==> config.mk <==
export PLATFORM = sky130hd
export DESIGN_NAME = bit_plane_run_length_encoder_top
export DESIGN_NICKNAME = d
export VERILOG_FILES = /design/src/hdl/bpre_pkg.sv /design/src/hdl/bit_plane_run_length_encoder_top.sv /design/src/hdl/bpre_lane.sv /design/src/hdl/bpre_merge.sv
export SDC_FILE = /design/constraint.sdc
export NUM_CORES = 1
export LEC_CHECK = 0
export BUFFER_PORTS_ARGS = -buffer_cell sky130_fd_sc_hd__buf_2
export CAP_MARGIN = 20
export CORE_UTILIZATION = 62
export CTS_BUF_LIST = sky130_fd_sc_hd__clkbuf_16
export CTS_CLUSTER_DIAMETER = 30
export DETAILED_ROUTE_END_ITERATION = 10
export GPL_ROUTABILITY_DRIVEN = 0
export GPL_TIMING_DRIVEN = 0
export PLACE_DENSITY = 0.78
export SLEW_MARGIN = 40
export SYNTH_ARGS = -nofsm -noshare
export SYNTH_HDL_FRONTEND = slang
export SYNTH_SLANG_ARGS = --single-unit
==> constraint.sdc <==
create_clock -name aclk -period 5.3 [get_ports aclk]
set_input_delay 0.795 -clock aclk [delete_from_list [all_inputs] [get_ports aclk]]
set_output_delay 0.795 -clock aclk [all_outputs]
set_load 0.01 [all_outputs]
==> src/hdl/bpre_pkg.sv <==
// Shared types and constants for the bit-plane run-length encoder.
// No dependencies; every other file imports this package.
package bpre_pkg;

    localparam int PIXEL_W      = 8;
    localparam int RUN_LEN_W    = 7;
    localparam int CODE_W       = 8;
    localparam int PLANE_W      = 3;
    localparam int PLANES_DEF   = 8;
    localparam int MAX_RUN_DEF  = 127;
    localparam logic [PIXEL_W-1:0] ENABLE_RESET = 8'hFF;

    // Input beat: one gray pixel
    typedef struct packed {
        logic [PIXEL_W-1:0] pixel;
        logic               image_end;
    } pix_in_t;

    // Output beat: one run code tagged with its plane
    typedef struct packed {
        logic [PLANE_W-1:0] plane;
        logic [CODE_W-1:0]  code;
        logic               last;
    } code_out_t;

    // Codes one lane raises for one pixel: run end first, then flush
    typedef struct packed {
        logic              end_vld;
        logic [CODE_W-1:0] end_code;
        logic              flush_vld;
        logic [CODE_W-1:0] flush_code;
    } lane_out_t;

endpackage

==> src/hdl/bit_plane_run_length_encoder_top.sv <==
// Top level of the bit-plane run-length encoder: plane lanes, merge stage,
// enable register. Depends on bpre_pkg, bpre_lane and bpre_merge.
//
//   channel | dir | beat               | handshake
//   s_      | in  | pixel, image_end   | s_valid / s_ready
//   m_      | out | plane, code, last  | m_valid / m_ready
//   cfg_    | in  | plane_enable       | cfg_valid / cfg_ready (always ready)
//
// A pixel ending no run is taken every cycle while the capture bank is free;
// one raising k codes (k up to 2*PLANES) drains them one by one through the
// single output register while the next pixel is taken, one capture bank deep.
// Reset (aresetn low, synchronous) closes every run and sets all enables.
// A stall on m_ holds the output beat; s_ready drops only when the capture
// bank is full.
module bit_plane_run_length_encoder_top #(
    parameter int PLANES  = bpre_pkg::PLANES_DEF,
    parameter int MAX_RUN = bpre_pkg::MAX_RUN_DEF
) (
    input  logic                aclk,
    input  logic                aresetn,
    input  logic                s_valid,
    output logic                s_ready,
    input  bpre_pkg::pix_in_t   s_data,
    output logic                m_valid,
    input  logic                m_ready,
    output bpre_pkg::code_out_t m_data,
    input  logic                cfg_valid,
    output logic                cfg_ready,
    input  logic [7:0]          cfg_data
);
    import bpre_pkg::*;

    logic [7:0] plane_enable_reg;
    logic       accept;
    logic       merge_free;
    lane_out_t  lanes [PLANES];

    // Config beats land at once
    assign cfg_ready = 1'b1;

    always_ff @(posedge aclk) begin
        if (!aresetn) begin
            plane_enable_reg <= ENABLE_RESET;
        end else if (cfg_valid) begin
            plane_enable_reg <= cfg_data;
        end
    end

    // Take a pixel whenever the capture bank is free
    assign s_ready = merge_free;
    assign accept  = s_valid && s_ready;

    // One lane per plane; planes past the pixel width see a constant zero
    for (genvar p = 0; p < PLANES; p++) begin : g_lane
        logic lane_bit;
        if (p < PIXEL_W) begin : g_bit
            assign lane_bit = s_data.pixel[p];
        end else begin : g_zero
            assign lane_bit = 1'b0;
        end
        bpre_lane #(
            .MAX_RUN (MAX_RUN)
        ) u_lane (
            .aclk      (aclk),
            .aresetn   (aresetn),
            .accept    (accept),
            .bit_in    (lane_bit),
            .image_end (s_data.image_end),
            .lane_o    (lanes[p])
        );
    end

    // Gather enabled codes and drain them in plane order
    bpre_merge #(
        .PLANES (PLANES)
    ) u_merge (
        .aclk         (aclk),
        .aresetn      (aresetn),
        .accept       (accept),
        .lanes_i      (lanes),
        .plane_enable (plane_enable_reg),
        .free_o       (merge_free),
        .m_valid      (m_valid),
        .m_ready      (m_ready),
        .m_data       (m_data)
    );

endmodule

==> src/hdl/bpre_lane.sv <==
// One bit-plane lane: open-run bit and length, and the codes a pixel causes.
// Depends on bpre_pkg.
module bpre_lane #(
    parameter int MAX_RUN = bpre_pkg::MAX_RUN_DEF
) (
    input  logic                aclk,
    input  logic                aresetn,
    input  logic                accept,
    input  logic                bit_in,
    input  logic                image_end,
    output bpre_pkg::lane_out_t lane_o
);
    import bpre_pkg::*;

    logic                 run_bit_reg, run_bit_next;
    logic [RUN_LEN_W-1:0] run_len_reg, run_len_next;
    logic                 mid_bit;
    logic [RUN_LEN_W-1:0] mid_len;

    always_comb begin
        lane_o           = '0;
        mid_bit          = bit_in;
        mid_len          = RUN_LEN_W'(1);
        lane_o.end_code  = {run_bit_reg, run_len_reg};
        if (run_len_reg == '0) begin
            // no run open: just open one
            mid_bit = bit_in;
        end else if (bit_in == run_bit_reg) begin
            mid_bit = run_bit_reg;
            if (run_len_reg < RUN_LEN_W'(MAX_RUN)) begin
                mid_len = run_len_reg + RUN_LEN_W'(1);
            end else begin
                lane_o.end_vld = 1'b1;
            end
        end else begin
            lane_o.end_vld = 1'b1;
        end
        lane_o.flush_code = {mid_bit, mid_len};
        lane_o.flush_vld  = image_end;
        run_bit_next      = mid_bit;
        run_len_next      = image_end ? '0 : mid_len;
    end

    always_ff @(posedge aclk) begin
        if (!aresetn) begin
            run_bit_reg <= 1'b0;
            run_len_reg <= '0;
        end else if (accept) begin
            run_bit_reg <= run_bit_next;
            run_len_reg <= run_len_next;
        end
    end

endmodule

==> src/hdl/bpre_merge.sv <==
// Merge stage: captures the lanes' codes of one pixel, then drains them one
// beat at a time in plane order through the output register. Depends on bpre_pkg.
module bpre_merge #(
    parameter int PLANES = bpre_pkg::PLANES_DEF
) (
    input  logic                aclk,
    input  logic                aresetn,
    input  logic                accept,
    input  bpre_pkg::lane_out_t lanes_i [PLANES],
    input  logic [7:0]          plane_enable,
    output logic                free_o,
    output logic                m_valid,
    input  logic                m_ready,
    output bpre_pkg::code_out_t m_data
);
    import bpre_pkg::*;

    localparam int SLOTS = 2 * PLANES;

    logic [SLOTS-1:0]  cap_mask;
    logic [CODE_W-1:0] cap_code [SLOTS];

    logic              pend_valid_reg, pend_valid_next;
    logic [SLOTS-1:0]  pend_mask_reg;
    logic [CODE_W-1:0] pend_code_reg [SLOTS];
    logic [SLOTS-1:0]  drain_mask_reg, drain_mask_next;
    logic [CODE_W-1:0] drain_code_reg [SLOTS];
    logic              m_valid_reg, m_valid_next;
    code_out_t         m_data_reg;

    logic              advance, load;
    logic [SLOTS-1:0]  rest_mask;
    logic [CODE_W-1:0] sel_code;
    logic [PLANE_W-1:0] sel_plane;

    // Slot 2p holds plane p's run-end code, slot 2p+1 its flush code
    for (genvar p = 0; p < PLANES; p++) begin : g_cap
        logic en;
        if (p < 8) begin : g_en
            assign en = plane_enable[p];
        end else begin : g_off
            assign en = 1'b0;
        end
        assign cap_mask[2*p]   = lanes_i[p].end_vld & en;
        assign cap_mask[2*p+1] = lanes_i[p].flush_vld & en;
        assign cap_code[2*p]   = lanes_i[p].end_code;
        assign cap_code[2*p+1] = lanes_i[p].flush_code;
    end

    // Pick the lowest pending slot
    always_comb begin
        sel_code  = '0;
        sel_plane = '0;
        for (int i = SLOTS - 1; i >= 0; i--) begin
            if (drain_mask_reg[i]) begin
                sel_code  = drain_code_reg[i];
                sel_plane = PLANE_W'(i >> 1);
            end
        end
    end

    assign rest_mask = drain_mask_reg & (drain_mask_reg - SLOTS'(1));
    assign advance   = (drain_mask_reg != '0) && (!m_valid_reg || m_ready);
    assign load      = pend_valid_reg &&
                       ((drain_mask_reg == '0) || (advance && (rest_mask == '0)));

    always_comb begin
        drain_mask_next = drain_mask_reg;
        if (load) begin
            drain_mask_next = pend_mask_reg;
        end else if (advance) begin
            drain_mask_next = rest_mask;
        end
        pend_valid_next = pend_valid_reg;
        if (accept) begin
            pend_valid_next = (cap_mask != '0);
        end else if (load) begin
            pend_valid_next = 1'b0;
        end
        m_valid_next = m_valid_reg;
        if (advance) begin
            m_valid_next = 1'b1;
        end else if (m_ready) begin
            m_valid_next = 1'b0;
        end
    end

    always_ff @(posedge aclk) begin
        if (!aresetn) begin
            pend_valid_reg <= 1'b0;
            drain_mask_reg <= '0;
            m_valid_reg    <= 1'b0;
        end else begin
            pend_valid_reg <= pend_valid_next;
            drain_mask_reg <= drain_mask_next;
            m_valid_reg    <= m_valid_next;
        end
    end

    always_ff @(posedge aclk) begin
        if (accept) begin
            pend_mask_reg <= cap_mask;
            pend_code_reg <= cap_code;
        end
        if (load) begin
            drain_code_reg <= pend_code_reg;
        end
        if (advance) begin
            m_data_reg.plane <= sel_plane;
            m_data_reg.code  <= sel_code;
            m_data_reg.last  <= (rest_mask == '0);
        end
    end

    // The bank is free when empty or when it moves into the drain this cycle
    assign free_o  = !pend_valid_reg || load;
    assign m_valid = m_valid_reg;
    assign m_data  = m_data_reg;

endmodule

==> results summary <==
The met3 wire length came out at 4070 um. The final clock skew is 0.0134 ns. The post-synthesis instance total is 1241. In this run, post-CTS repair resized a total of 0 instances. Counting distinct cell types in the post-synthesis netlist gives 62. The power dissipated by switching net loads is 0.00346 W.

The die covers 25500 um^2. For this block, the initial DRC count from the detailed router was 1263. The tightest min-delay check is of the reg -> reg type.

Yosys attributes the largest share of cell area to edfxtp_1, dfxtp_1, nand3_1. The remaining global-route overflow came out at 0. At the worst endpoint, the required time is 5.81 ns. The max capacitance violation total is 0. The maximum ir drop on the vdd rail came out at 336 uV. The internal power of the cells came out at 0.00742 W. For this run, design rule violations remaining after detail routing come to 0. The floorplan die height is 160 um. The maximum root-to-sink buffer count is 3. The startpoint class of the critical path is a register.

The proportion of power drawn by combinational gates came out at 0.225. The cell area that synthesis handed to floorplanning was 15400 um^2. The number of global-route vias before repair is 10700.

The repair_antennas step left the layout with diodes totalling 0. The floorplan die width came out at 160 um. The number of buffers added for setup after CTS came out at 0. The arrival time at the worst endpoint is 4.55 ns.

Wire segments on met2 add up to 18700 um in the final route. The tree built by TritonCTS fans out to 374 sinks. Of the available clock period, the critical path in the final layout requires 0.762. The proportion of register bits with asynchronous set or reset after synthesis is 0.

The met1 wire length came out at 15000 um. The routed layout has 11000 vias. Of the total power, the share spent switching nets is 0.318. The total count of max-transition violations in the final report came out at 0. The wire length reported by the detailed router is 40000 um.

The worst hold path passes through 0 cells. The floorplan has 57 rows. The number of H-tree levels came out at 2. The leakage dissipation came out at 6.58 nW. The worst hold path begins at u_merge.pend_code_reg[5]. In this run the clock root is driven by a clkbuf_16.

The synthesized area per cell came out at 12.4 um^2. The synthesis-to-finish area growth is 18.3%. During synthesis, Yosys emitted a total of 0 warnings. The net count after synthesis came out at 1295. The power share of the clock group is 0.373. The first global-routing pass estimated 60200 um of wire. For this configuration, the core starts out at a cell density of 0.633.

The remaining number of nets flagged by the antenna check after routing came out at 0. The fraction of layout cells with a size suffix above 1 came out at 0.131. Counting the buffers created by CTS gives 61. The highest layer touched by signal routing is met4. In this run the count of I/O pins placed on the die edge is 37.

The sequential share of power came out at 0.401. The endpoint with the worst hold slack is u_merge.drain_code_reg[5]. The final hold violation count was 0. Power spread over the standard cell area amounts to 598 nW/um^2.

The post-synthesis sequential area ratio came out at 0.671. The end of the worst register-to-register path is g_lane[3].u_lane.run_len_reg[6]. The fraction of synthesized cell area taken by the top area cell type came out at 0.554. The number of hold buffers added after CTS is 0. The depth of the worst register-to-register path is 11.

Setup repair after global routing left no endpoint under its margin. The transition at the pin with the smallest max-transition slack is 0.905 ns. The number of antenna violations at the first check in global routing was 1.

The wire length per cell came out at 23.3 um. The synthesized design contains 374 register bits. Using the TritonRoute via totals, the vias-per-cell ratio works out to 6.40. Derived from the worst setup path, the maximum achievable clock frequency is 0.248 GHz. Detailed placement finished with a half-perimeter wire length of 25600 um. The number of nets at the end of the flow is 1394. The source-to-sink clock delay at the later pin of the worst-skew pair is 0.57 ns. The slack of the worst reg-to-reg path came out at 1.26 ns. After floorplanning, the core was sized to cover 24300 um^2. The clock period minus worst slack came out at 4.04 ns. The count of buffers from port buffering came out at 34. Setup violations remaining at the end of the flow were counted as 0.

The smallest hold slack came out at 0.413 ns. The clock slew seen by the registers of the worst setup and hold paths came out at 0.06 ns. Of all cell types, the one taking the most synthesized area is edfxtp_1.

The first-pass iteration count of the detailed router is 6. The design draws 0.0109 W. The number of enable-type register cells in the synthesized netlist is 284. The worst reg2reg path startpoint is u_merge.drain_mask_reg[6].

TritonCTS built the clock tree. STA classifies the critical path endpoint as a register. The pin count of the biggest net entering global routing is 81. For this run, the leading register cell type out of synthesis is edfxtp_1. The total routing resource utilization after global routing is 0.318. The worst setup path is of the reg -> reg kind. The max-slew headroom at the worst pin is 0.397. The maximum fanout along the worst path came out at 10. The flow ran to the end, and the final reports show no timing, DRC or antenna violations.
how the worst max path moves through the flow:
| stage | startpoint | slack [ns] | to | depth (start not counted) |
|---|---|---|---|---|
| after CTS | u_merge.drain_mask_reg[6] | 1.34 | g_lane[3].u_lane.run_len_reg[6] | 11 |
| after floorplan | u_merge.drain_mask_reg[2] | 0.92 | u_merge.pend_code_reg[0] | 11 |
| final | u_merge.drain_mask_reg[6] | 1.26 | g_lane[3].u_lane.run_len_reg[6] | 11 |
| after global routing | u_merge.drain_mask_reg[6] | 1.08 | g_lane[3].u_lane.run_len_reg[6] | 11 |
| after global placement | u_merge.drain_mask_reg[1] | -0.15 | u_merge.pend_code_reg[57] | 10 |
| after detailed placement | u_merge.drain_mask_reg[6] | 1.38 | g_lane[1].u_lane.run_bit_reg | 11 |
logic make-up after synthesis:
family | Yosys count | synth area share
and+or+nand+nor | 442 | 0.143
DFF | 374 | 0.671
AOI/OAI and AO/OA | 234 | 0.102
buffers and inverters | 111 | 0.0295
adders and majority gates | 35 | 0.0280
xor gates and xnor gates | 35 | 0.0199
muxes | 9 | 0.00585
other | 1 | 0.000244
synthesized netlist by cell type, drive strengths merged, types with 9 or more instances:
cell    count
edfxtp    284
a21boi     22
and3       18
xnor2      16
nor3       10
clkbuf     52
buf        17
or4        10
o311ai      9
nand2b     16
ha         32
xor2       19
o31ai      10
mux2i       9
nor2       76
nand3b     13
a221oi     10
nand3     108
o21ai      67
nand2     114
a31o       10
nor2b      21
and2       11
or2        12
dfxtp      90
a221o      13
inv        42
nor4       19
a21oi      49
power by group through the flow:
stage / Clock [W] / Sequential [W] / Combinational, W
6_report: 0.00406 / 0.00437 / 0.00245
5_1_grt: 0.00422 / 0.00442 / 0.00260
4_1_cts: 0.00408 / 0.00436 / 0.00240
3_5_place_dp: 0 / 0.00441 / 0.00237
3_3_place_gp: 0 / 0.00444 / 0.00225
2_1_floorplan: 0 / 0.00439 / 0.00141
stage by stage:
| stage | setup TNS, ns | setup WS [ns] | util | instances | cell area [um^2] |
|---|---|---|---|---|---|
| global placement | -20.78 | -0.151 | 0.657 | 1599 | 16000 |
| CTS | 0 | 1.34 | 0.748 | 1716 | 18200 |
| global route | 0 | 1.08 | 0.749 | 1716 | 18200 |
| floorplan | 0 | 0.925 | - | 1241 | 15400 |
| detailed placement | 0 | 1.38 | 0.660 | 1601 | 16100 |
| finish | 0 | 1.26 | 0.749 | 1716 | 18200 |
cells in the final DEF, fill, tap and decap left out, types with 46 or more instances in the layout:
cell type,instances
clkbuf_1,50
inv_1,46
nor2_1,76
nand2_1,114
clkbuf_16,61
o21ai_0,66
a21oi_1,49
nand3_1,108
dfxtp_1,90
edfxtp_1,284
critical path, stage by stage (launching register included):
cell,delay (ns)
dfxtp_1,0.36
clkbuf_1,0.49
nor3_1,0.15
a41oi_1,0.32
and4b_1,0.26
nand4_2,0.10
a31o_1,0.18
clkbuf_1,0.56
clkbuf_1,0.73
clkbuf_1,0.56
nand3_1,0.15
nand2_1,0.12
layer usage:
layer | vias to the layer above | track usage
met4 | 0 | 0.177
met2 | 703 | 0.505
met5 | - | 0
li1 | 4851 | -
met3 | 153 | 0.0675
met1 | 5273 | 0.410
cell type report:
class / count / area, um^2
flip-flops and latches: 374 / 10300
fillers: 1498 / 6110
multi-input cells: 756 / 4630
clock buffers: 61 / 1530
clock inverters: 54 / 617
well taps: 324 / 405
plain buffers: 69 / 319
repair buffers: 36 / 225
inverters: 42 / 158
Note: power is estimated with default switching activity, not from simulation.
